File: config.mk
export PLATFORM = sky130hd
export DESIGN_NAME = ctq_back
export DESIGN_NICKNAME = d
export VERILOG_FILES = /design/src/sv/ctq_pkg.sv /design/src/sv/ctq_back.sv
export SDC_FILE = /design/constraint.sdc
export NUM_CORES = 2
export LEC_CHECK = 0
export CORE_MARGIN = 2
export CORE_UTILIZATION = 63
export CTS_CLUSTER_SIZE = 24
export DETAILED_ROUTE_END_ITERATION = 8
export DONT_BUFFER_PORTS = 1
export PLACE_DENSITY_LB_ADDON = 0.05
export SETUP_SLACK_MARGIN = 0.4
export SKIP_CTS_REPAIR_TIMING = 1
export SLEW_MARGIN = 30
export SYNTH_ARGS = -nofsm -noshare
export SYNTH_HDL_FRONTEND = slang
export SYNTH_SLANG_ARGS = --single-unit
File: constraint.sdc
create_clock -name aclk -period 22.3 [get_ports aclk]
set_input_delay 0 -clock aclk [delete_from_list [all_inputs] [get_ports aclk]]
set_output_delay 0 -clock aclk [all_outputs]
set_load 0.03 [all_outputs]
File: src/sv/ctq_pkg.sv
`timescale 1ns / 1ps
// ----------------------------------------------------------------------------
// Class task queue package
// Shared types, codes and a helper function of the class task queue.
// ----------------------------------------------------------------------------
package ctq_pkg;

    // Operation selector carried in the input tuser.
    typedef enum logic [1:0] {
        FUNC_SUBMIT = 2'd0,
        FUNC_POP    = 2'd1,
        FUNC_DRAIN  = 2'd2,
        FUNC_NONE   = 2'd3
    } func_t;

    // Result kinds.
    localparam logic [2:0] KIND_ADMIT    = 3'd0;
    localparam logic [2:0] KIND_DROP     = 3'd1;
    localparam logic [2:0] KIND_DISPATCH = 3'd2;
    localparam logic [2:0] KIND_EMPTY    = 3'd3;
    localparam logic [2:0] KIND_DRAINED  = 3'd4;

    // Admission codes.
    localparam logic [2:0] ADMIT_ACCEPTED = 3'd0;
    localparam logic [2:0] ADMIT_REPLACED = 3'd1;
    localparam logic [2:0] ADMIT_FOLDED   = 3'd2;
    localparam logic [2:0] ADMIT_EXPIRED  = 3'd3;
    localparam logic [2:0] ADMIT_FULL     = 3'd4;

    // Drop reasons.
    localparam logic [2:0] DROP_NONE       = 3'd0;
    localparam logic [2:0] DROP_SUPERSEDED = 3'd1;
    localparam logic [2:0] DROP_STALE      = 3'd2;
    localparam logic [2:0] DROP_EXPIRED    = 3'd3;
    localparam logic [2:0] DROP_SHUTDOWN   = 3'd4;

    // Task classes: interactive and background fold and supersede; CLASS_LAST is the last class scanned.
    localparam logic [1:0] CLASS_INTERACTIVE = 2'd1;
    localparam logic [1:0] CLASS_BACKGROUND  = 2'd2;
    localparam logic [1:0] CLASS_LAST        = 2'd3;

    // Bus widths.
    localparam int S_TDATA_W = 264;
    localparam int M_TDATA_W = 208;

    // Classified command handed from the front to the back.
    typedef struct packed {
        func_t       op;
        logic [1:0]  cls;
        logic [31:0] doc;
        logic [31:0] rev;
        logic [31:0] gen;
        logic        dlv;
        logic [63:0] dl;
        logic [63:0] now;
        logic [31:0] cur;
        logic        expired;
    } cmd_t;

    // One stored task.
    typedef struct packed {
        logic [1:0]  cls;
        logic [31:0] doc;
        logic [31:0] rev;
        logic [31:0] gen;
        logic        dlv;
        logic [63:0] dl;
        logic [31:0] id;
    } entry_t;

    // One result word.
    typedef struct packed {
        logic [2:0]  kind;
        logic [2:0]  admit_code;
        logic [2:0]  drop_status;
        logic [31:0] id;
        logic [1:0]  cls;
        logic [31:0] doc;
        logic [31:0] rev;
        logic [31:0] gen;
        logic        dlv;
        logic [63:0] dl;
        logic        last;
    } result_t;

    // Scan pass of the back end.
    typedef enum logic [1:0] {
        PH_FOLD  = 2'd0,
        PH_EVICT = 2'd1,
        PH_POP   = 2'd2,
        PH_DRAIN = 2'd3
    } phase_t;

    // Back-end sequencer states.
    typedef enum logic [2:0] {
        ST_IDLE  = 3'd0,
        ST_READ  = 3'd1,
        ST_EVAL  = 3'd2,
        ST_STORE = 3'd3,
        ST_FINAL = 3'd4
    } state_t;

    // Result word that reports a stored entry.
    function automatic result_t entry_result(input logic [2:0] kind,
                                             input logic [2:0] status,
                                             input entry_t e,
                                             input logic last);
        result_t r;
        r             = '0;
        r.kind        = kind;
        r.drop_status = status;
        r.id          = e.id;
        r.cls         = e.cls;
        r.doc         = e.doc;
        r.rev         = e.rev;
        r.gen         = e.gen;
        r.dlv         = e.dlv;
        r.dl          = e.dl;
        r.last        = last;
        return r;
    endfunction

endpackage

File: src/sv/ctq_back.sv
`timescale 1ns / 1ps
// ----------------------------------------------------------------------------
// Class task queue back end
// Holds the task table and its age order, walks it one entry at a time for
// each command, and emits result words through an output register.
// ----------------------------------------------------------------------------
module ctq_back #(
    parameter int NUM_SLOTS = 16
) (
    input  logic              aclk,
    input  logic              aresetn,
    input  logic              q_valid,
    output logic              q_ready,
    input  ctq_pkg::cmd_t     q_cmd,
    output logic              res_valid,
    input  logic              res_ready,
    output ctq_pkg::result_t  res
);
    import ctq_pkg::*;

    localparam int PW = (NUM_SLOTS > 1) ? $clog2(NUM_SLOTS) : 1;
    localparam int CW = $clog2(NUM_SLOTS + 1);
    localparam logic [CW-1:0] FULL_COUNT = CW'(NUM_SLOTS);

    // Task table memory with registered read.
    entry_t          mem [NUM_SLOTS];
    entry_t          rd_q_reg;

    // Age order: positions below count_reg hold live slots oldest first,
    // the rest hold free slots.
    logic [PW-1:0]   perm_reg [NUM_SLOTS];
    logic [CW-1:0]   count_reg, count_next;
    logic [31:0]     next_id_reg, next_id_next;

    state_t          state_reg, state_next;
    phase_t          phase_reg, phase_next;
    cmd_t            cmd_reg, cmd_next;
    logic [CW-1:0]   pos_reg, pos_next;
    logic [1:0]      cls_reg, cls_next;
    logic            evicted_reg, evicted_next;
    logic [2:0]      lastwhy_reg, lastwhy_next;
    logic [2:0]      fin_kind_reg, fin_kind_next;
    logic [2:0]      fin_code_reg, fin_code_next;

    logic            out_valid_reg;
    result_t         out_reg;

    logic            out_free;
    logic            rd_en;
    logic [PW-1:0]   rd_addr;
    logic            wr_en;
    logic [PW-1:0]   wr_addr;
    entry_t          wr_data;
    logic            remove;
    logic            emit;
    result_t         emit_res;
    logic            same_doc;
    logic [31:0]     id_inc;

    assign out_free  = !out_valid_reg || res_ready;
    assign res_valid = out_valid_reg;
    assign res       = out_reg;
    assign q_ready   = (state_reg == ST_IDLE);
    assign same_doc  = (rd_q_reg.cls == cmd_reg.cls) && (rd_q_reg.doc == cmd_reg.doc);
    assign id_inc    = next_id_reg + 32'd1;

    // Sequencer: next state and per-cycle actions.
    always_comb begin
        state_next    = state_reg;
        phase_next    = phase_reg;
        cmd_next      = cmd_reg;
        pos_next      = pos_reg;
        cls_next      = cls_reg;
        evicted_next  = evicted_reg;
        lastwhy_next  = lastwhy_reg;
        fin_kind_next = fin_kind_reg;
        fin_code_next = fin_code_reg;
        count_next    = count_reg;
        next_id_next  = next_id_reg;
        rd_en         = 1'b0;
        rd_addr       = perm_reg[pos_reg[PW-1:0]];
        wr_en         = 1'b0;
        wr_addr       = perm_reg[count_reg[PW-1:0]];
        wr_data       = '0;
        remove        = 1'b0;
        emit          = 1'b0;
        emit_res      = '0;

        case (state_reg)
            ST_IDLE: begin
                if (q_valid) begin
                    cmd_next      = q_cmd;
                    pos_next      = '0;
                    cls_next      = '0;
                    evicted_next  = 1'b0;
                    lastwhy_next  = DROP_NONE;
                    fin_code_next = ADMIT_ACCEPTED;
                    case (q_cmd.op)
                        FUNC_SUBMIT: begin
                            fin_kind_next = KIND_ADMIT;
                            if (q_cmd.expired) begin
                                fin_code_next = ADMIT_EXPIRED;
                                state_next    = ST_FINAL;
                            end else if (q_cmd.cls == CLASS_INTERACTIVE ||
                                         q_cmd.cls == CLASS_BACKGROUND) begin
                                phase_next = PH_FOLD;
                                state_next = ST_READ;
                            end else begin
                                state_next = ST_STORE;
                            end
                        end
                        FUNC_POP: begin
                            fin_kind_next = KIND_EMPTY;
                            phase_next    = PH_POP;
                            state_next    = ST_READ;
                        end
                        FUNC_DRAIN: begin
                            fin_kind_next = KIND_DRAINED;
                            phase_next    = PH_DRAIN;
                            state_next    = ST_READ;
                        end
                        default: begin
                            state_next = ST_IDLE;
                        end
                    endcase
                end
            end

            // Issue the read of the entry at the scan position, or close the pass.
            ST_READ: begin
                if (pos_reg >= count_reg) begin
                    pos_next = '0;
                    case (phase_reg)
                        PH_FOLD:  phase_next = PH_EVICT;
                        PH_EVICT: state_next = ST_STORE;
                        default: begin
                            if (cls_reg == CLASS_LAST) begin
                                state_next = ST_FINAL;
                            end else begin
                                cls_next = cls_reg + 2'd1;
                            end
                        end
                    endcase
                end else begin
                    rd_en      = 1'b1;
                    state_next = ST_EVAL;
                end
            end

            // Judge the entry that was read.
            ST_EVAL: begin
                state_next = ST_READ;
                case (phase_reg)
                    PH_FOLD: begin
                        if (same_doc && rd_q_reg.rev >= cmd_reg.rev) begin
                            fin_code_next = ADMIT_FOLDED;
                            state_next    = ST_FINAL;
                        end else begin
                            pos_next = pos_reg + CW'(1);
                        end
                    end
                    PH_EVICT: begin
                        if (same_doc && rd_q_reg.rev < cmd_reg.rev) begin
                            if (out_free) begin
                                emit         = 1'b1;
                                emit_res     = entry_result(KIND_DROP, DROP_SUPERSEDED,
                                                            rd_q_reg, 1'b0);
                                remove       = 1'b1;
                                count_next   = count_reg - CW'(1);
                                evicted_next = 1'b1;
                            end else begin
                                state_next = ST_EVAL;
                            end
                        end else begin
                            pos_next = pos_reg + CW'(1);
                        end
                    end
                    PH_POP: begin
                        if (rd_q_reg.cls != cls_reg) begin
                            pos_next = pos_reg + CW'(1);
                        end else if (!out_free) begin
                            state_next = ST_EVAL;
                        end else begin
                            emit       = 1'b1;
                            remove     = 1'b1;
                            count_next = count_reg - CW'(1);
                            if (rd_q_reg.gen != cmd_reg.cur) begin
                                emit_res     = entry_result(KIND_DROP, DROP_STALE,
                                                            rd_q_reg, 1'b0);
                                lastwhy_next = DROP_STALE;
                            end else if (rd_q_reg.dlv && cmd_reg.now > rd_q_reg.dl) begin
                                emit_res     = entry_result(KIND_DROP, DROP_EXPIRED,
                                                            rd_q_reg, 1'b0);
                                lastwhy_next = DROP_EXPIRED;
                            end else begin
                                emit_res   = entry_result(KIND_DISPATCH, DROP_NONE,
                                                          rd_q_reg, 1'b1);
                                state_next = ST_IDLE;
                            end
                        end
                    end
                    default: begin
                        if (rd_q_reg.cls != cls_reg) begin
                            pos_next = pos_reg + CW'(1);
                        end else if (out_free) begin
                            emit       = 1'b1;
                            emit_res   = entry_result(KIND_DROP, DROP_SHUTDOWN,
                                                      rd_q_reg, 1'b0);
                            remove     = 1'b1;
                            count_next = count_reg - CW'(1);
                        end else begin
                            state_next = ST_EVAL;
                        end
                    end
                endcase
            end

            // Store a new task in the first free slot, or reject on a full table.
            ST_STORE: begin
                if (out_free) begin
                    emit          = 1'b1;
                    emit_res      = '0;
                    emit_res.kind = KIND_ADMIT;
                    emit_res.last = 1'b1;
                    state_next    = ST_IDLE;
                    if (count_reg == FULL_COUNT) begin
                        emit_res.admit_code = ADMIT_FULL;
                    end else begin
                        wr_en               = 1'b1;
                        wr_data.cls         = cmd_reg.cls;
                        wr_data.doc         = cmd_reg.doc;
                        wr_data.rev         = cmd_reg.rev;
                        wr_data.gen         = cmd_reg.gen;
                        wr_data.dlv         = cmd_reg.dlv;
                        wr_data.dl          = cmd_reg.dl;
                        wr_data.id          = next_id_reg;
                        emit_res.admit_code = evicted_reg ? ADMIT_REPLACED : ADMIT_ACCEPTED;
                        emit_res.id         = next_id_reg;
                        count_next          = count_reg + CW'(1);
                        next_id_next        = (id_inc == 32'd0) ? 32'd1 : id_inc;
                    end
                end
            end

            // Closing word of the command.
            ST_FINAL: begin
                if (out_free) begin
                    emit                 = 1'b1;
                    emit_res             = '0;
                    emit_res.kind        = fin_kind_reg;
                    emit_res.admit_code  = fin_code_reg;
                    emit_res.drop_status = (fin_kind_reg == KIND_EMPTY) ? lastwhy_reg
                                                                        : DROP_NONE;
                    emit_res.last        = 1'b1;
                    state_next           = ST_IDLE;
                end
            end

            default: begin
                state_next = ST_IDLE;
            end
        endcase
    end

    // Table memory.
    always_ff @(posedge aclk) begin
        if (wr_en) begin
            mem[wr_addr] <= wr_data;
        end
        if (rd_en) begin
            rd_q_reg <= mem[rd_addr];
        end
    end

    // Command payload registers.
    always_ff @(posedge aclk) begin
        cmd_reg <= cmd_next;
        if (emit) begin
            out_reg <= emit_res;
        end
    end

    // Control state and age order.
    always_ff @(posedge aclk) begin
        if (!aresetn) begin
            state_reg     <= ST_IDLE;
            phase_reg     <= PH_FOLD;
            pos_reg       <= '0;
            cls_reg       <= '0;
            evicted_reg   <= 1'b0;
            lastwhy_reg   <= DROP_NONE;
            fin_kind_reg  <= KIND_ADMIT;
            fin_code_reg  <= ADMIT_ACCEPTED;
            count_reg     <= '0;
            next_id_reg   <= 32'd1;
            out_valid_reg <= 1'b0;
            for (int j = 0; j < NUM_SLOTS; j++) begin
                perm_reg[j] <= PW'(j);
            end
        end else begin
            state_reg    <= state_next;
            phase_reg    <= phase_next;
            pos_reg      <= pos_next;
            cls_reg      <= cls_next;
            evicted_reg  <= evicted_next;
            lastwhy_reg  <= lastwhy_next;
            fin_kind_reg <= fin_kind_next;
            fin_code_reg <= fin_code_next;
            count_reg    <= count_next;
            next_id_reg  <= next_id_next;
            if (emit) begin
                out_valid_reg <= 1'b1;
            end else if (res_ready) begin
                out_valid_reg <= 1'b0;
            end
            // Removal closes the gap and parks the freed slot at the end.
            if (remove) begin
                for (int j = 0; j < NUM_SLOTS - 1; j++) begin
                    if (CW'(j) >= pos_reg) begin
                        perm_reg[j] <= perm_reg[j + 1];
                    end
                end
                perm_reg[NUM_SLOTS - 1] <= perm_reg[pos_reg[PW-1:0]];
            end
        end
    end

    a_count_bound: assert property (@(posedge aclk) disable iff (!aresetn)
        count_reg <= FULL_COUNT) else $error("task count exceeds table size");
    a_store_room: assert property (@(posedge aclk) disable iff (!aresetn)
        wr_en |-> count_reg < FULL_COUNT) else $error("store into a full table");
    a_emit_free: assert property (@(posedge aclk) disable iff (!aresetn)
        emit |-> out_free) else $error("result overwritten before it was taken");
    a_remove_live: assert property (@(posedge aclk) disable iff (!aresetn)
        remove |-> pos_reg < count_reg) else $error("removal outside live entries");

endmodule

Word level (Yosys, flattened, before mapping)
Memories as Yosys holds them, arrays and structs flattened. A register that Yosys moved wholly into a read port is not among the register bits.
Index checks and enable logic that the tools add are counted.
- bits of input ports: 266
- output and inout port bits: 207
- memories: 2
- memory bits (writable): 3184
- flip-flop bits (word level): 524
- memories (memory ; words ; bits a word ; read ports ; clocked after Yosys merged registers in ; write ports ; line ; source):
    mem ; 16 ; 195 ; 1 ; 1 ; 1 ; ctq_back.sv:26 ; entry_t mem [NUM_SLOTS];
    perm_reg ; 16 ; 4 ; 17 ; 2 ; 16 ; ctq_back.sv:31 ; logic [PW-1:0] perm_reg [NUM_SLOTS];
- $add $sub $neg: 5
- multiplexer cells: 182
- reduce and logical (&&, ||, !) cells: 31
- bitwise logic cells: 17
- order comparisons: 19
- equality and inequality tests: 44
- operators with widths (kind ; count):
    $mux W204 ; 4
    $mux W203 ; 4
    $pmux W205 S3 ; 1
    $pmux W204 S3 ; 1
    $mux W195 ; 3
    $mux W205 ; 1
    $mux W202 ; 1
    $mux W1 ; 84
    $mux W4 ; 20
    $gt A64 B64 Y1 ; 1
    $mux W32 ; 2
    $mux W3 ; 17
    $mux W5 ; 10
    $ge A4 B5 Y1 const A ; 7
    $mux W2 ; 17
    $add A32 B1 Y32 const B ; 1
    $eq A32 B32 Y1 ; 1
    $ge A32 B32 Y1 ; 1
    $logic_not A32 Y1 ; 1
    $lt A32 B32 Y1 ; 1
    $ne A32 B32 Y1 ; 1
    $ne A2 B2 Y1 const B ; 15
    $pmux W5 S2 ; 3
    $ne A3 B3 Y1 const B ; 8
    other kinds (41) ; 93

Logic depth before layout (Yosys ltp)
- word-level depth: 10
- depth in mapped cells: 14
- gate-level depth less buffers: 11

Least setup slack after synthesis
OpenSTA, ideal clock, no wires.
- path kind: register to register
- start: register with a tool-made name
- end: memory mem[13][0] (netlist name), enable pin
- required time: 21.271 ns
- path buffers: 2
- stages on the path, launching flop included: 6
- library setup time: 1.029 ns
- setup slack: 4.794 ns
- data arrival time: 16.476 ns
- cell sequence: dfxtp_1 clkbuf_1 buf_1 mux4_2 mux4_2 nor3b_1
- RTL lines (element ; line):
    to (decl) ; ctq_back.sv:26

==> impl_metrics.ini <==
[status]
status = finished, final reports clean

[hold_path]
hp-start = q_cmd[261]
min-delay-path-class = in2reg

[detailed_routing]
dr.first_iter.drc_count = 11000
drc = 0
vias = 78430
wl_per_cell_um = 33.63
viasPerCell = 6.721
postRouteAntennaNets = 0
wirelength_mm = 392.4
firstDrtPassIters = 8

[worst_setup_path]
rr_worst_depth = 8
endpoint_kind = register
crit_path_top_delay_cell = buf_4
cp_max_fo = 42
worstSetupPathType = reg2reg
reg2reg_slack_ps = 16230
startpoint_type = register
slowest_delay_ps = 850
critPathRequiredTime_ps = 22890
crit_chain = mux4_2, mux4_2, or2_2, nor2_4, buf_4, buf_4, buf_4, buf_4
critPathMostFrequentCell = buf_4
crit_path_end = mem[3][110]$_DFFE_PP_
reg2reg_to = mem[3][110]$_DFFE_PP_
cp.arrival_ps = 6660

[placed_design]
routabilityCongestion = 0.8798
io_buffers = 0
placed_area_mm2 = 0.1536
dp_hpwl_mm = 205.0

[final_layout]
fin_util_pct = 72.72
largest_reg_flops = 3120
fin_nets = 8580
drive_gt1_share_pct = 17.58
syn2layout_area_growth_pct = 14.52
final_cell_area_mm2 = 0.1714

[die]
ios = 473
start_util_pct = 63.50
num_rows = 178
die_y_um = 491.4
dieArea_mm2 = 0.2414
core_area_mm2 = 0.2356
die_width_um = 491.4

[cts]
cts.sinks = 3908
htreeDepth = 5
clockBufferDepth = 4
clock_latency_ps = 970
clk_pin_slew_ps = 60
cts_tree = built
root_buffer = clkbuf_16
numCtsBuffers = 397

[power]
p_leak_nw = 57.48
ir_drop_mv = 0.07600
total_power_w = 0.01494
p_per_area_mw_per_mm2 = 87.20

[synthesis]
synth_warnings = 0
synthCells = 7502
post-synth-top-count-cell = edfxtp_1
ys_types = 66
async_flop_share_pct = 0
synth_top_flop_cell = edfxtp_1
syn_nets = 7880
synth_top_area_share_pct = 77.12
seq_area_frac_synth_pct = 77.99
synth_area_mm2 = 0.1496
yosys.area.top_type = edfxtp_1
avgSynthCellArea_um2 = 19.95
synth_edf_count = 3843
synthTopCellsByCount = 3843 x edfxtp_1, 715 x mux4_2, 466 x nand2_1
synth_top_cells_by_area = edfxtp_1 77%, mux4_2 11%, and2_1 1.2%
ys_ff_latch = 3908

[global_routing]
overflow = 0
antenna_found_initial = 19
first_global_vias = 74750
grt_max_degree = 150
track_usage_pct = 31.76
grt_pass1_wl_mm = 545.1

[sta]
setup_viol = 0
finalMaxSlewViolations = 0
final.setup_skew_ps = 47.79
tightestPinTransition_ps = 1054
fin_crit_ps = 6074
fmax_mhz = 164.6
tns_ps = 0
fin_crit_sh_pct = 27.24
rsz0062_at_grt = no
relSlewSlack_pct = 29.75
hold_viol = 0

[job]
drv_cap = 0
==> layer usage <==
layer | GRT usage [%] | wire (um) | vias up
met5 | 0 | 67 | -
met2 | 48.55 | 187700 | 4725
li1 | - | - | 31840
met3 | 6.266 | 40150 | 706
met4 | 10.52 | 13770 | 12
met1 | 46.99 | 150700 | 41150
==> cells by family after synthesis <==
family / Yosys count / synth area share (%)
buffers and inverters: 510 / 1.429
adders and majority gates: 112 / 0.9365
DFF: 3908 / 77.99
xor gates and xnor gates: 114 / 0.6673
muxes: 765 / 11.11
and+or+nand+nor: 1329 / 4.392
AOI/OAI and AO/OA: 764 / 3.478
==> critical path, delay by kind of cell (launching register included) <==
kind	cells	cell delay [ps]
buf+inv	4	2820
mux	2	1200
simple gates	2	820
flops	1	730
==> how the worst min path moves through the flow <==
stage          cells past startpoint  slack, ps                        end
3_3_place_gp                       0        100      cmd_reg[91]$_DFFE_PP_
2_1_floorplan                      0        100     cmd_reg[100]$_DFFE_PP_
3_5_place_dp                       0        100     cmd_reg[118]$_DFFE_PP_
6_report                           4         90  phase_reg[0]$_SDFFE_PN0P_
4_1_cts                            0       -940     cmd_reg[183]$_DFFE_PP_
5_1_grt                            4        110  phase_reg[0]$_SDFFE_PN0P_
==> stage by stage <==
stage               hold slack, ps  std cells  setup WS [ps]
floorplan                    98.87       7502           4794
global placement             98.92      10410          15450
detailed placement           98.91      10410          15710
CTS                         -938.8      11110          15790
global route                 105.4      11660          16060
finish                       87.94      11670          16230
==> area by class of cell <==
class | instances | area (um2)
flip-flops and latches | 3908 | 116700
well taps | 3150 | 3941
repair buffers | 695 | 6937
inverters | 116 | 444.2
multi-input cells | 3084 | 31170
diodes | 15 | 37.54
clock buffers | 497 | 10480
fillers | 13840 | 64270
clock inverters | 204 | 1650
==> cells in the final DEF, fill, tap and decap left out, types with 16 or more instances in the layout <==
cell           instances
and3_1                65
o21ai_0               70
nand2_1              462
nand2b_1              33
inv_1                113
nor4_1                19
a21o_1                66
o22ai_1              131
clkinv_2              77
a31oi_1               60
clkinv_1              82
bufinv_16             26
edfxtp_1            3843
a22oi_1              241
mux2i_1               38
nor3_1                83
nand3_1               57
clkbuf_1              89
nand4_1               46
mux4_2               714
nor2_1               165
xor2_1                52
buf_4                124
a221o_1               26
dfxtp_1               64
clkbuf_16            402
a21oi_1               90
buf_12                17
or3_1                 18
nor2_4                16
dlygate4sd3_1        536
ha_1                 112
and2_1               294
a221oi_1              19
xnor2_1               61
==> report_power, final <==
| part | switching (W) | total [W] | leakage [nW] | internal, W |
|---|---|---|---|---|
| Clock | 0.00269 | 0.00630 | 5.95 | 0.00361 |
| Combinational | 0.000301 | 0.000551 | 14.7 | 0.000250 |
| Sequential | 0.0000473 | 0.00809 | 36.8 | 0.00804 |
| Total | 0.00304 | 0.0149 | 57.5 | 0.0119 |
(Power assumes the default switching activity.)
