$ cat config.mk
export PLATFORM = sky130hd
export DESIGN_NAME = ctq_front
export DESIGN_NICKNAME = d
export VERILOG_FILES = /design/src/sv/ctq_pkg.sv /design/src/sv/ctq_front.sv
export SDC_FILE = /design/constraint.sdc
export NUM_CORES = 1
export LEC_CHECK = 0
export BUFFER_PORTS_ARGS = -buffer_cell sky130_fd_sc_hd__buf_4
export CAP_MARGIN = 20
export CELL_PAD_IN_SITES_DETAIL_PLACEMENT = 1
export CELL_PAD_IN_SITES_GLOBAL_PLACEMENT = 1
export CORE_ASPECT_RATIO = 0.8
export CORE_MARGIN = 2
export CORE_UTILIZATION = 44
export DETAILED_ROUTE_END_ITERATION = 10
export PLACE_DENSITY = 0.79
export RECOVER_POWER = 50
export SKIP_CTS_REPAIR_TIMING = 1
export SYNTH_ARGS = -nofsm -noshare
export SYNTH_HDL_FRONTEND = slang
export SYNTH_SLANG_ARGS = --single-unit
export TNS_END_PERCENT = 100
$ cat constraint.sdc
create_clock -name aclk -period 17.54 [get_ports aclk]
set_clock_uncertainty 0.15 [all_clocks]
set_input_delay 3.508 -clock aclk [delete_from_list [all_inputs] [get_ports aclk]]
set_output_delay 3.508 -clock aclk [all_outputs]
set_load 0.02 [all_outputs]
$ cat src/sv/ctq_pkg.sv
`timescale 1ns / 1ps
// ----------------------------------------------------------------------------
// Class task queue package
// Shared types, codes and a helper function of the class task queue.
// ----------------------------------------------------------------------------
package ctq_pkg;

    // Operation selector carried in the input tuser.
    typedef enum logic [1:0] {
        FUNC_SUBMIT = 2'd0,
        FUNC_POP    = 2'd1,
        FUNC_DRAIN  = 2'd2,
        FUNC_NONE   = 2'd3
    } func_t;

    // Result kinds.
    localparam logic [2:0] KIND_ADMIT    = 3'd0;
    localparam logic [2:0] KIND_DROP     = 3'd1;
    localparam logic [2:0] KIND_DISPATCH = 3'd2;
    localparam logic [2:0] KIND_EMPTY    = 3'd3;
    localparam logic [2:0] KIND_DRAINED  = 3'd4;

    // Admission codes.
    localparam logic [2:0] ADMIT_ACCEPTED = 3'd0;
    localparam logic [2:0] ADMIT_REPLACED = 3'd1;
    localparam logic [2:0] ADMIT_FOLDED   = 3'd2;
    localparam logic [2:0] ADMIT_EXPIRED  = 3'd3;
    localparam logic [2:0] ADMIT_FULL     = 3'd4;

    // Drop reasons.
    localparam logic [2:0] DROP_NONE       = 3'd0;
    localparam logic [2:0] DROP_SUPERSEDED = 3'd1;
    localparam logic [2:0] DROP_STALE      = 3'd2;
    localparam logic [2:0] DROP_EXPIRED    = 3'd3;
    localparam logic [2:0] DROP_SHUTDOWN   = 3'd4;

    // Task classes: interactive and background fold and supersede; CLASS_LAST is the last class scanned.
    localparam logic [1:0] CLASS_INTERACTIVE = 2'd1;
    localparam logic [1:0] CLASS_BACKGROUND  = 2'd2;
    localparam logic [1:0] CLASS_LAST        = 2'd3;

    // Bus widths.
    localparam int S_TDATA_W = 264;
    localparam int M_TDATA_W = 208;

    // Classified command handed from the front to the back.
    typedef struct packed {
        func_t       op;
        logic [1:0]  cls;
        logic [31:0] doc;
        logic [31:0] rev;
        logic [31:0] gen;
        logic        dlv;
        logic [63:0] dl;
        logic [63:0] now;
        logic [31:0] cur;
        logic        expired;
    } cmd_t;

    // One stored task.
    typedef struct packed {
        logic [1:0]  cls;
        logic [31:0] doc;
        logic [31:0] rev;
        logic [31:0] gen;
        logic        dlv;
        logic [63:0] dl;
        logic [31:0] id;
    } entry_t;

    // One result word.
    typedef struct packed {
        logic [2:0]  kind;
        logic [2:0]  admit_code;
        logic [2:0]  drop_status;
        logic [31:0] id;
        logic [1:0]  cls;
        logic [31:0] doc;
        logic [31:0] rev;
        logic [31:0] gen;
        logic        dlv;
        logic [63:0] dl;
        logic        last;
    } result_t;

    // Scan pass of the back end.
    typedef enum logic [1:0] {
        PH_FOLD  = 2'd0,
        PH_EVICT = 2'd1,
        PH_POP   = 2'd2,
        PH_DRAIN = 2'd3
    } phase_t;

    // Back-end sequencer states.
    typedef enum logic [2:0] {
        ST_IDLE  = 3'd0,
        ST_READ  = 3'd1,
        ST_EVAL  = 3'd2,
        ST_STORE = 3'd3,
        ST_FINAL = 3'd4
    } state_t;

    // Result word that reports a stored entry.
    function automatic result_t entry_result(input logic [2:0] kind,
                                             input logic [2:0] status,
                                             input entry_t e,
                                             input logic last);
        result_t r;
        r             = '0;
        r.kind        = kind;
        r.drop_status = status;
        r.id          = e.id;
        r.cls         = e.cls;
        r.doc         = e.doc;
        r.rev         = e.rev;
        r.gen         = e.gen;
        r.dlv         = e.dlv;
        r.dl          = e.dl;
        r.last        = last;
        return r;
    endfunction

endpackage

$ cat src/sv/ctq_front.sv
`timescale 1ns / 1ps
// ----------------------------------------------------------------------------
// Class task queue front end
// Accepts input words, unpacks and classifies them, and queues the commands
// for the back end in a two-entry queue.
// ----------------------------------------------------------------------------
module ctq_front (
    input  logic                            aclk,
    input  logic                            aresetn,
    input  logic                            s_tvalid,
    output logic                            s_tready,
    // tdata: task_class, document, revision, task_generation,
    // deadline_valid, deadline_time, now_time, live generation, zero fill
    input  logic [ctq_pkg::S_TDATA_W-1:0]   s_tdata,
    // tuser: func
    input  logic [1:0]                      s_tuser,
    output logic                            q_valid,
    input  logic                            q_ready,
    output ctq_pkg::cmd_t                   q_cmd
);
    import ctq_pkg::*;

    cmd_t       fifo_reg [2];
    logic       wr_ptr_reg;
    logic       rd_ptr_reg;
    logic [1:0] cnt_reg;
    cmd_t       in_cmd;
    logic       push;
    logic       pop;

    // Unpack the word and flag a deadline that has already passed.
    always_comb begin
        in_cmd         = '0;
        in_cmd.op      = func_t'(s_tuser);
        in_cmd.cls     = s_tdata[1:0];
        in_cmd.doc     = s_tdata[33:2];
        in_cmd.rev     = s_tdata[65:34];
        in_cmd.gen     = s_tdata[97:66];
        in_cmd.dlv     = s_tdata[98];
        in_cmd.dl      = s_tdata[162:99];
        in_cmd.now     = s_tdata[226:163];
        in_cmd.cur     = s_tdata[258:227];
        in_cmd.expired = s_tdata[98] && (s_tdata[226:163] > s_tdata[162:99]);
    end

    // Unknown operations are taken and discarded.
    assign s_tready = (cnt_reg != 2'd2);
    assign push     = s_tvalid && s_tready && (func_t'(s_tuser) != FUNC_NONE);
    assign pop      = q_valid && q_ready;
    assign q_valid  = (cnt_reg != 2'd0);
    assign q_cmd    = fifo_reg[rd_ptr_reg];

    // Queue storage.
    always_ff @(posedge aclk) begin
        if (push) begin
            fifo_reg[wr_ptr_reg] <= in_cmd;
        end
    end

    // Queue pointers and fill count.
    always_ff @(posedge aclk) begin
        if (!aresetn) begin
            wr_ptr_reg <= 1'b0;
            rd_ptr_reg <= 1'b0;
            cnt_reg    <= 2'd0;
        end else begin
            if (push) begin
                wr_ptr_reg <= ~wr_ptr_reg;
            end
            if (pop) begin
                rd_ptr_reg <= ~rd_ptr_reg;
            end
            cnt_reg <= cnt_reg + {1'b0, push} - {1'b0, pop};
        end
    end

    a_cnt_bound: assert property (@(posedge aclk) disable iff (!aresetn)
        cnt_reg != 2'd3) else $error("front queue count out of range");
    a_pop_nonempty: assert property (@(posedge aclk) disable iff (!aresetn)
        pop |-> cnt_reg != 2'd0) else $error("front queue popped while empty");
    a_none_dropped: assert property (@(posedge aclk) disable iff (!aresetn)
        (s_tvalid && s_tready && func_t'(s_tuser) == FUNC_NONE && !pop)
        |=> cnt_reg == $past(cnt_reg)) else $error("unknown operation was queued");

endmodule

# Yosys cells after proc, flatten, opt, wreduce, memory -nomap -nowiden

Memories as Yosys holds them, arrays and structs flattened. A register that Yosys moved wholly into a read port is not among the register bits.
Index checks and enable logic that the tools add are counted.

Add/subtract/negate cells: 2
$mul: 0
Divide/modulo/power cells: 0
Order comparisons: 1
Equal/unequal tests: 2
Shift-type cells: 0
Mux-type cells: 4
Bitwise logic cells: 2
Reduce and logical (&&, ||, !) cells: 5

Operators with widths:

| kind               | number |
|---|---|
| $gt 64x64->1       | 1 |
| $logic_and 1x1->1  | 4 |
| $mux 1             | 4 |
| $ne 2x2->1 const B | 2 |
| $add 2x1->2        | 1 |
| $not 1->1          | 2 |
| $reduce_bool 2->1  | 1 |
| $sub 2x1->2        | 1 |

Bits in registers: 4
Latch bits: 0
Memory bits (writable): 524
Memory bits (read-only): 0
Input port bits: 270
Output and inout bits: 264
Logic and storage cells: 20
Memories kept: 1

Memories:

| name     | depth | bits a word | rd ports | clocked after memory_dff | wr ports | line            | RTL |
|---|---|---|---|---|---|---|---|
| fifo_reg | 2     | 262         | 1        | 1                        | 1        | ctq_front.sv:23 | `cmd_t fifo_reg [2];` |

# Depth between registers and ports, before layout

Gate-level depths: netlist of the first run.

Word-level depth: 5
Depth in mapped cells: 8
Depth with buffers taken out: 8

# Least setup slack after synthesis of the first run

No wires, ideal clock.

Path kind: input to register
From: input s_tuser[0]
To: register wr_ptr_reg
Setup time: 109 ps
Arrival time: 15421 ps
Data required time: 17281 ps
Setup slack: 1859 ps
Stages on the path: 4
Path buffers: 0
Cells stage by stage: nand2_1 nand3_1 nor2_1 o21a_1

Cells in the longest elaborated chain, start to end: 2

RTL lines:

| element              | line            | RTL |
|---|---|---|
| start, declared      | ctq_front.sv:16 | `input logic [1:0] s_tuser,` |
| $ne 2x2->1           | ctq_front.sv:48 | `assign push = s_tvalid && s_tready && (func_t'(s_tuser) != FUNC_NONE);` |
| $logic_and 1x1->1    | ctq_front.sv:48 |  |
| end signal, assigned | ctq_front.sv:68 | `wr_ptr_reg <= ~wr_ptr_reg;` |
| end, declared        | ctq_front.sv:24 | `logic wr_ptr_reg;` |

Every way passes these cells.
A chain may end at the register's enable or synchronous reset.

# Final worst setup path of the first run

From: input s_tuser[0]
To: memory fifo_reg[0][93] in the netlist's numbering (enable)

Cells in the longest elaborated chain, start to end: 4

RTL lines:

| element                      | line            | RTL |
|---|---|---|
| $ne 2x2->1                   | ctq_front.sv:48 |  |
| $logic_and 1x1->1            | ctq_front.sv:48 |  |
| $mux 1                       | ctq_front.sv:55 | `if (push) begin` |
| $mux 1 (implied by the code) | ctq_front.sv:56 | `fifo_reg[wr_ptr_reg] <= in_cmd;` |
| end, declared                | ctq_front.sv:23 |  |

Every way passes these cells.

==> results.rst, run 1 <==
.. list-table::
   :header-rows: 1

   * - Metric
     - Value
   * - Die Y
     - 198 um
   * - Netlist area before placement
     - 0.0207 sq mm
   * - Pwr dens
     - 138 mW/mm^2
   * - Number of instances in the synthesized netlist
     - 1065
   * - CTS Root Buffer Type
     - sky130_fd_sc_hd__clkbuf_16
   * - Number of synthesized register bits
     - 529
   * - Number of vias in the routed layout
     - 11604
   * - Data required, critical path
     - 17.59 ns
   * - Final core area utilization
     - 56.5%
   * - Sequential cell area
     - 0.0158 sq mm
   * - Global-route usage over all layers
     - roughly 22%
   * - Largest stage delay, worst path
     - 2.77 ns
   * - Post-layout instance area
     - approximately 0.026 sq mm
   * - Final count of pins violating max slew
     - between 150 and 200
   * - Dominant synthesized flop cell
     - sky130_fd_sc_hd__edfxtp_1
   * - Synth top area cells
     - sky130_fd_sc_hd__edfxtp_1 (76%), sky130_fd_sc_hd__mux2_2 (14%), sky130_fd_sc_hd__ha_1 (4.0%), sky130_fd_sc_hd__inv_1 (1.2%), sky130_fd_sc_hd__buf_2 (0.68%)
   * - Row cnt
     - 71
   * - Depth of the most critical reg-to-reg path
     - 5
   * - Cts bufs inserted
     - 53
   * - Number of nets at the end of the flow
     - 1966
   * - Via density per instance
     - 5.06
   * - Unrepaired setup endpoints after global routing
     - no
   * - DR iter-0 viols
     - about 500
   * - Worst hold slack across all endpoints
     - 0.422 ns
   * - Run status
     - complete, but fails checks
   * - Die area
     - 0.0488 sq mm
   * - Die X-Extent
     - 247 um
   * - Clock latency on the worst-skew pair
     - 0.57 ns
   * - Synthesis-to-layout area growth
     - 27.4%
   * - Core area
     - 0.0467 sq mm
   * - Register-to-register path setup slack
     - roughly 12 ns
   * - Nature of the critical path endpoint
     - flip-flop
   * - Portion of synthesized cell area occupied by the leading cell type
     - around three quarters
   * - Post-synth cell types
     - 36
   * - Pin count of the biggest net entering global routing
     - 78
   * - Via count of the first global-routing pass
     - 12734
   * - Critical path depth in cells
     - 6
   * - Min Clock Period, post-route
     - 8.04 ns
   * - Number of H-tree levels
     - 2
   * - Detailed-route wire length per cell
     - roughly 24 um
   * - Peak ir drop on the vdd network
     - roughly 0.000089 V
   * - Setup TNS
     - 0 ns
   * - Worst-path clk slew
     - 0.06 ns
   * - Instance count along the most critical hold path
     - 2
   * - Clock Path Buffers
     - 3
   * - Library cell contributing the largest single delay on the critical path
     - sky130_fd_sc_hd__clkbuf_1
   * - Placed wire-length estimate after detailed placement
     - approximately 37000 um
   * - Crit start category
     - primary input
   * - Register area share after synthesis
     - 76.5%
   * - Antenna Violating Nets Remaining
     - 0
   * - Setup violation total in the final timing report
     - 0
   * - Max Freq
     - 124 MHz
   * - Filler Cells Inserted
     - 4387
   * - Worst endpoint data arrival time
     - 8.09 ns
   * - Async set-or-reset flop fraction in the synthesized netlist
     - 0%
   * - Finished Layout Cells
     - 2294
   * - Final Hold Fails
     - 0
   * - Placed Instances
     - 2195
   * - Worst path top cell family by delay
     - buffers and inverters
   * - Buffers & Inverters on Critical Path
     - 3
   * - Post-placement cell area
     - 0.0254 sq mm
   * - Syn nets
     - 1401
   * - Wire length of the first global-routing pass
     - 78100 um
   * - Number of primary I/O pins
     - 534
   * - Cell with the most instances after synthesis
     - sky130_fd_sc_hd__edfxtp_1
   * - Headroom to the max-slew limit
     - -163%
   * - Flip-flop count of the largest register after layout
     - 524
   * - Congestion Overflow GR
     - 0
   * - Area occupied by multi-input gates
     - 0.00449 sq mm
   * - Clock sink total
     - 529
   * - Critical setup path kind
     - primary input to flip-flop
   * - Worst Hold Class
     - flip-flop to flip-flop
   * - Count of buffers from port buffering
     - 528
   * - Worst-margin pin slew
     - about 3.9 ns
   * - Initial antenna violation count
     - 10
   * - Max_cap viols
     - 3
   * - Critical path, cell by cell
     - clkbuf_1 > nand2_1 > nand3_1 > nor2_4 > clkbuf_1 > buf_4
   * - Share of post-route cells with drive strength above 1
     - 42.0%
   * - Placer Congestion
     - 0.779
   * - Count of flip-flops with a built-in enable after synthesis
     - 524
   * - Final Cycle Share
     - 45.9%
   * - Biggest fanout along the worst timing path
     - 70
   * - Length of the first detailed-routing pass in iterations
     - 6
   * - Syn. warnings
     - 0
   * - Leakage Power
     - 9.70 nW
   * - CTS tree
     - done
   * - Failing checks
     - max-capacitance violations, max-slew violations
   * - DRC violation count after routing
     - 0
   * - Cell repeated most along the worst path
     - sky130_fd_sc_hd__clkbuf_1
   * - Leading area contributor after synthesis
     - sky130_fd_sc_hd__edfxtp_1
   * - Drt total wl
     - 53900 um
   * - Initial Utilization
     - 44.3%
   * - Synthesized area divided by synthesized cell count
     - between 15 and 20 sq um
   * - Most frequent cells after synthesis
     - sky130_fd_sc_hd__edfxtp_1 (524), sky130_fd_sc_hd__mux2_2 (262), sky130_fd_sc_hd__inv_1 (67)
## layer usage
metal | routed length, um | vias to the layer above | track usage (%)
met5 | 55 | - | 0
met4 | 1450 | 8 | 7.01
met3 | 4980 | 91 | 8.12
met2 | 27600 | 384 | 37.7
met1 | 19800 | 5835 | 24.2
li1 | - | 5286 | -
## cells in the final DEF, fill, tap and decap left out, drive strengths merged, types with 2 or more instances in the layout
cell type / synthesis / routed
a211oi: 4 / 4
a21o: 8 / 8
a21oi: 24 / 24
a221oi: 2 / 2
and2: 3 / 3
buf: 28 / 274
bufinv: 0 / 6
clkbuf: 1 / 330
clkinv: 0 / 20
dfxtp: 5 / 5
diode: 0 / 7
edfxtp: 524 / 524
ha: 66 / 66
inv: 67 / 68
mux2: 262 / 262
nand2: 12 / 12
nand2b: 2 / 2
nand3: 8 / 8
nand4: 15 / 15
nor2: 7 / 7
nor2b: 3 / 3
nor4: 3 / 3
o21ai: 5 / 5
o41ai: 2 / 2
xnor2: 3 / 3
## where the power goes
group / internal [mW] / leakage [nW] / total (mW) / switching, mW
Clock: 0.639 / 0.809 / 1.10 / 0.463
Sequential: 1.53 / 4.89 / 1.57 / 0.0423
Combinational: 0.417 / 3.99 / 0.967 / 0.550
## worst min-delay path, delay by kind of cell, from the launching register on
family | cells | cell delay (ns)
flip-flops | 1 | 0.33
XOR/XNOR | 1 | 0.10
AND/OR/NAND/NOR | 1 | 0.10
## worst paths after layout
| kind | startpoint | endpoint |
|---|---|---|
| worst max-delay path | s_tuser[0] | fifo_reg[0][93] |
| worst min-delay path | rd_ptr_reg | flip-flop |
| worst max register to register | cnt_reg[0] | fifo_reg[0][93] |
| worst min register to register | rd_ptr_reg | flip-flop |
## cells by family (layout without fill, tap and decap cells)
logic type,count (synthesis),in the layout,share of synthesized area (%)
AND/OR/NAND/NOR,57,57,1.70
AO/OA/AOI/OAI,52,52,1.57
buffers and inverters,96,698,1.91
XOR/XNOR,3,3,0.127
other,0,7,0
adder cells (fa/ha/maj),66,66,3.99
multiplexers,262,262,14.2
flip-flops,529,529,76.5
## layout make-up
type | count | share of cell area [%]
Antenna cell | 7 | 0.0664
Clock buffer | 65 | 5.20
Clock inverter | 27 | 1.06
Inverter | 67 | 0.953
Multi-Input combinational cell | 440 | 17.0
Sequential cell | 529 | 60.0
Tap cell | 620 | 2.94
Timing Repair Buffer | 539 | 12.7
## through the flow
stage / total power, mW / setup WS [ns]
final: 3.64 / 9.50
after global routing: 3.78 / 8.95
after CTS: 3.70 / 9.91
after detailed placement: 2.59 / 10.54
after global placement: 2.56 / 10.53
after floorplan: 2.20 / 1.86
Power figures use the tool's default switching activity.
==> run 2, diff against run 1 <==
--- a/config.mk
+++ b/config.mk
@@ -5,15 +5,16 @@
 export SDC_FILE = /design/constraint.sdc
 export NUM_CORES = 1
 export LEC_CHECK = 0
+export ABC_AREA = 1
 export BUFFER_PORTS_ARGS = -buffer_cell sky130_fd_sc_hd__buf_4
 export CAP_MARGIN = 20
 export CELL_PAD_IN_SITES_DETAIL_PLACEMENT = 1
 export CELL_PAD_IN_SITES_GLOBAL_PLACEMENT = 1
 export CORE_ASPECT_RATIO = 0.8
 export CORE_MARGIN = 2
-export CORE_UTILIZATION = 44
+export CORE_UTILIZATION = 40
 export DETAILED_ROUTE_END_ITERATION = 10
-export PLACE_DENSITY = 0.79
+export PLACE_DENSITY = 0.76
 export RECOVER_POWER = 50
 export SKIP_CTS_REPAIR_TIMING = 1
 export SYNTH_ARGS = -nofsm -noshare
==> constraint.sdc (replaced) <==
create_clock -name aclk -period 6.7 [get_ports aclk]
set_clock_uncertainty 0.15 [all_clocks]
set_input_delay 1.34 -clock aclk [delete_from_list [all_inputs] [get_ports aclk]]
set_output_delay 1.34 -clock aclk [all_outputs]
set_load 0.02 [all_outputs]
==> results.rst, run 2 <==
.. list-table::
   :header-rows: 1

   * - Metric
     - Value
   * - Leakage Power
     - 10.5 nW
   * - Number of primary I/O pins
     - 534
   * - Worst-margin pin slew
     - 3.90 ns
   * - Max Freq
     - 205 MHz
   * - Max_cap viols
     - 4
   * - Die Y
     - roughly 210 um
   * - Final Hold Fails
     - 0
   * - Die area
     - approximately 0.056 sq mm
   * - Simple-gate area share of the yosys netlist
     - 1.90%
   * - Post-placement cell area
     - 0.0263 sq mm
   * - Headroom to the max-slew limit
     - -160%
   * - Count of buffers from port buffering
     - 528
   * - Setup TNS
     - 0 ns
   * - Portion of netlist area occupied by mux cells
     - between 10% and 20%
   * - Initial antenna violation count
     - 7
   * - Leading area contributor after synthesis
     - sky130_fd_sc_hd__edfxtp_1
   * - Portion of synthesized cell area occupied by the leading cell type
     - 73.0%
   * - Most frequent cells after synthesis
     - sky130_fd_sc_hd__edfxtp_1 (524), sky130_fd_sc_hd__mux2_4 (180), sky130_fd_sc_hd__inv_1 (83)
   * - Number of instances in the synthesized netlist
     - 1125
   * - Data required, critical path
     - 6.65 ns
   * - Cts bufs inserted
     - 54
   * - Count of flip-flops with a built-in enable after synthesis
     - 524
   * - Placed wire-length estimate after detailed placement
     - approximately 36000 um
   * - Run status
     - complete, but fails checks
   * - DR iter-0 viols
     - approximately 780
   * - Nature of the critical path endpoint
     - flip-flop
   * - CTS tree
     - done
   * - Length of the first detailed-routing pass in iterations
     - 6
   * - Synth Area in Compound Gates
     - 1.18%
   * - Core area
     - 0.0535 sq mm
   * - Post-layout instance area
     - 0.0272 sq mm
   * - Clock latency on the worst-skew pair
     - between 0.5 and 0.6 ns
   * - Clock Path Buffers
     - 3
   * - Placer Congestion
     - roughly 0.76
   * - Initial Utilization
     - 40.3%
   * - Pwr dens
     - 374 mW/mm^2
   * - Most used cells in the layout excluding fill and tap cells
     - sky130_fd_sc_hd__edfxtp_1 (524), sky130_fd_sc_hd__buf_4 (267), sky130_fd_sc_hd__clkbuf_1 (194)
   * - Total chip power
     - around 10 mW
   * - Pin count of the biggest net entering global routing
     - 142
   * - Biggest fanout along the worst timing path
     - 141
   * - Post-synthesis share of cell area spent on xor and xnor gates
     - 0.0406%
   * - Number of nets at the end of the flow
     - ~2000
   * - Register area share after synthesis
     - 73.5%
   * - Synth top area cells
     - sky130_fd_sc_hd__edfxtp_1 (73%), sky130_fd_sc_hd__mux2_4 (13%), sky130_fd_sc_hd__mux2_2 (4.3%), sky130_fd_sc_hd__ha_1 (3.8%), sky130_fd_sc_hd__inv_1 (1.4%)
   * - Crit start category
     - primary input
   * - Most common cell after layout, fill and taps aside
     - sky130_fd_sc_hd__edfxtp_1
   * - Post-synth cell types
     - 20
   * - Largest stage delay, worst path
     - 2.59 ns
   * - Worst Hold Class
     - flip-flop to flip-flop
   * - Buffers & Inverters on Critical Path
     - 3
   * - Drt total wl
     - 52600 um
   * - Worst endpoint data arrival time
     - 4.84 ns
   * - Flip-flop count of the largest register after layout
     - 524
   * - DRC violation count after routing
     - 0
   * - Final count of pins violating max slew
     - 528
   * - Detailed-route wire length per cell
     - 21.6 um
   * - Die X-Extent
     - 264 um
   * - Syn. warnings
     - 0
   * - CTS Root Buffer Type
     - sky130_fd_sc_hd__clkbuf_16
   * - Synthesis-to-layout area growth
     - 26.3%
   * - Critical setup path kind
     - primary input to flip-flop
   * - Unrepaired setup endpoints after global routing
     - no
   * - Synthesized area divided by synthesized cell count
     - approximately 19 sq um
   * - Worst-path clk slew
     - 0.06 ns
   * - Adder and majority cell fraction of the synthesized area
     - between 3 and 4%
   * - Syn nets
     - about 1500
   * - Row cnt
     - between 70 and 80
   * - Via density per instance
     - 4.79
   * - Critical path, cell by cell
     - clkbuf_1 > nand2_1 > and3_1 > inv_1 > nor2_1 > clkbuf_2
   * - Cell with the most instances after synthesis
     - sky130_fd_sc_hd__edfxtp_1
   * - Antenna Violating Nets Remaining
     - 0
   * - Number of synthesized register bits
     - 529
   * - Failing checks
     - max-capacitance violations, max-slew violations
   * - Async set-or-reset flop fraction in the synthesized netlist
     - 0%
   * - Final Cycle Share
     - 73.0%
   * - Netlist area before placement
     - 0.0216 sq mm
   * - Number of H-tree levels
     - 2
   * - Library cell contributing the largest single delay on the critical path
     - sky130_fd_sc_hd__clkbuf_2
   * - Setup violation total in the final timing report
     - 0
   * - Via count of the first global-routing pass
     - 12699
   * - Clock sink total
     - 529
   * - Peak ir drop on the vdd network
     - between 0.0002 and 0.0003 V
   * - Filler Cells Inserted
     - just over 5000
   * - Share of post-route cells with drive strength above 1
     - 39.7%
   * - Global-route usage over all layers
     - 18.4%
   * - Worst path top cell family by delay
     - buffers and inverters
   * - Wire length of the first global-routing pass
     - 77600 um
   * - Min Clock Period, post-route
     - 4.89 ns
   * - Main combinational cell family by area after synthesis
     - multiplexers
   * - Congestion Overflow GR
     - 0
   * - Dominant synthesized flop cell
     - sky130_fd_sc_hd__edfxtp_1
   * - Number of vias in the routed layout
     - 11663
[run 2: final timing paths]
check              from         endpoint  slack (ns)  cells after the start
max          s_tuser[0]  fifo_reg[1][94]        1.81                      6
min          rd_ptr_reg        flip-flop        0.31                      1
max reg2reg  cnt_reg[0]  fifo_reg[1][94]        2.24                      6
min reg2reg  rd_ptr_reg        flip-flop        0.31                      1
[run 2: logic make-up after synthesis]
family / Yosys count
AOI/OAI and AO/OA: 49
xor gates and xnor gates: 1
adders and majority gates: 66
buffers and inverters: 114
DFF: 529
muxes: 262
and+or+nand+nor: 104
[run 2: cell type report]
type / instances / area (sq um) / area share (%)
flip-flops and latches: 529 / 15800 / 58.2
clock inverters: 36 / 309 / 1.14
diodes: 3 / 7.51 / 0.0276
repair buffers: 535 / 3340 / 12.3
clock buffers: 65 / 1410 / 5.19
multi-input cells: 482 / 5120 / 18.8
well taps: 702 / 878 / 3.23
inverters: 85 / 319 / 1.17
[run 2: per-layer routing]
metal / routed length [um] / part of all wire, % / vias up / global-route usage (%)
met4: 1240 / 2.4 / 10 / 5.58
met2: 27200 / 52 / 374 / 32.8
met1: 19400 / 37 / 5801 / 20.0
met3: 4700 / 8.9 / 85 / 7.36
li1: - / - / 5393 / -
met5: 64 / 0.12 / - / 0
[run 2: metrics by stage]
step                hold WS, ns  utilization, %  setup slack (ns)  instances
floorplan                 0.275               -             -2.38       1125
global placement          0.272            49.1              3.03       2333
detailed placement        0.296            49.1              3.03       2333
CTS                       0.306            52.3              2.37       2434
global route              0.331            50.8              1.45       2434
finish                    0.309            50.9              1.81       2437
[run 2: where the power goes]
| part | switching [mW] | total [mW] | internal, mW |
|---|---|---|---|
| Combinational | 1.60 | 2.95 | 1.35 |
| Clock | 1.26 | 2.95 | 1.69 |
| Sequential | 0.132 | 4.27 | 4.14 |
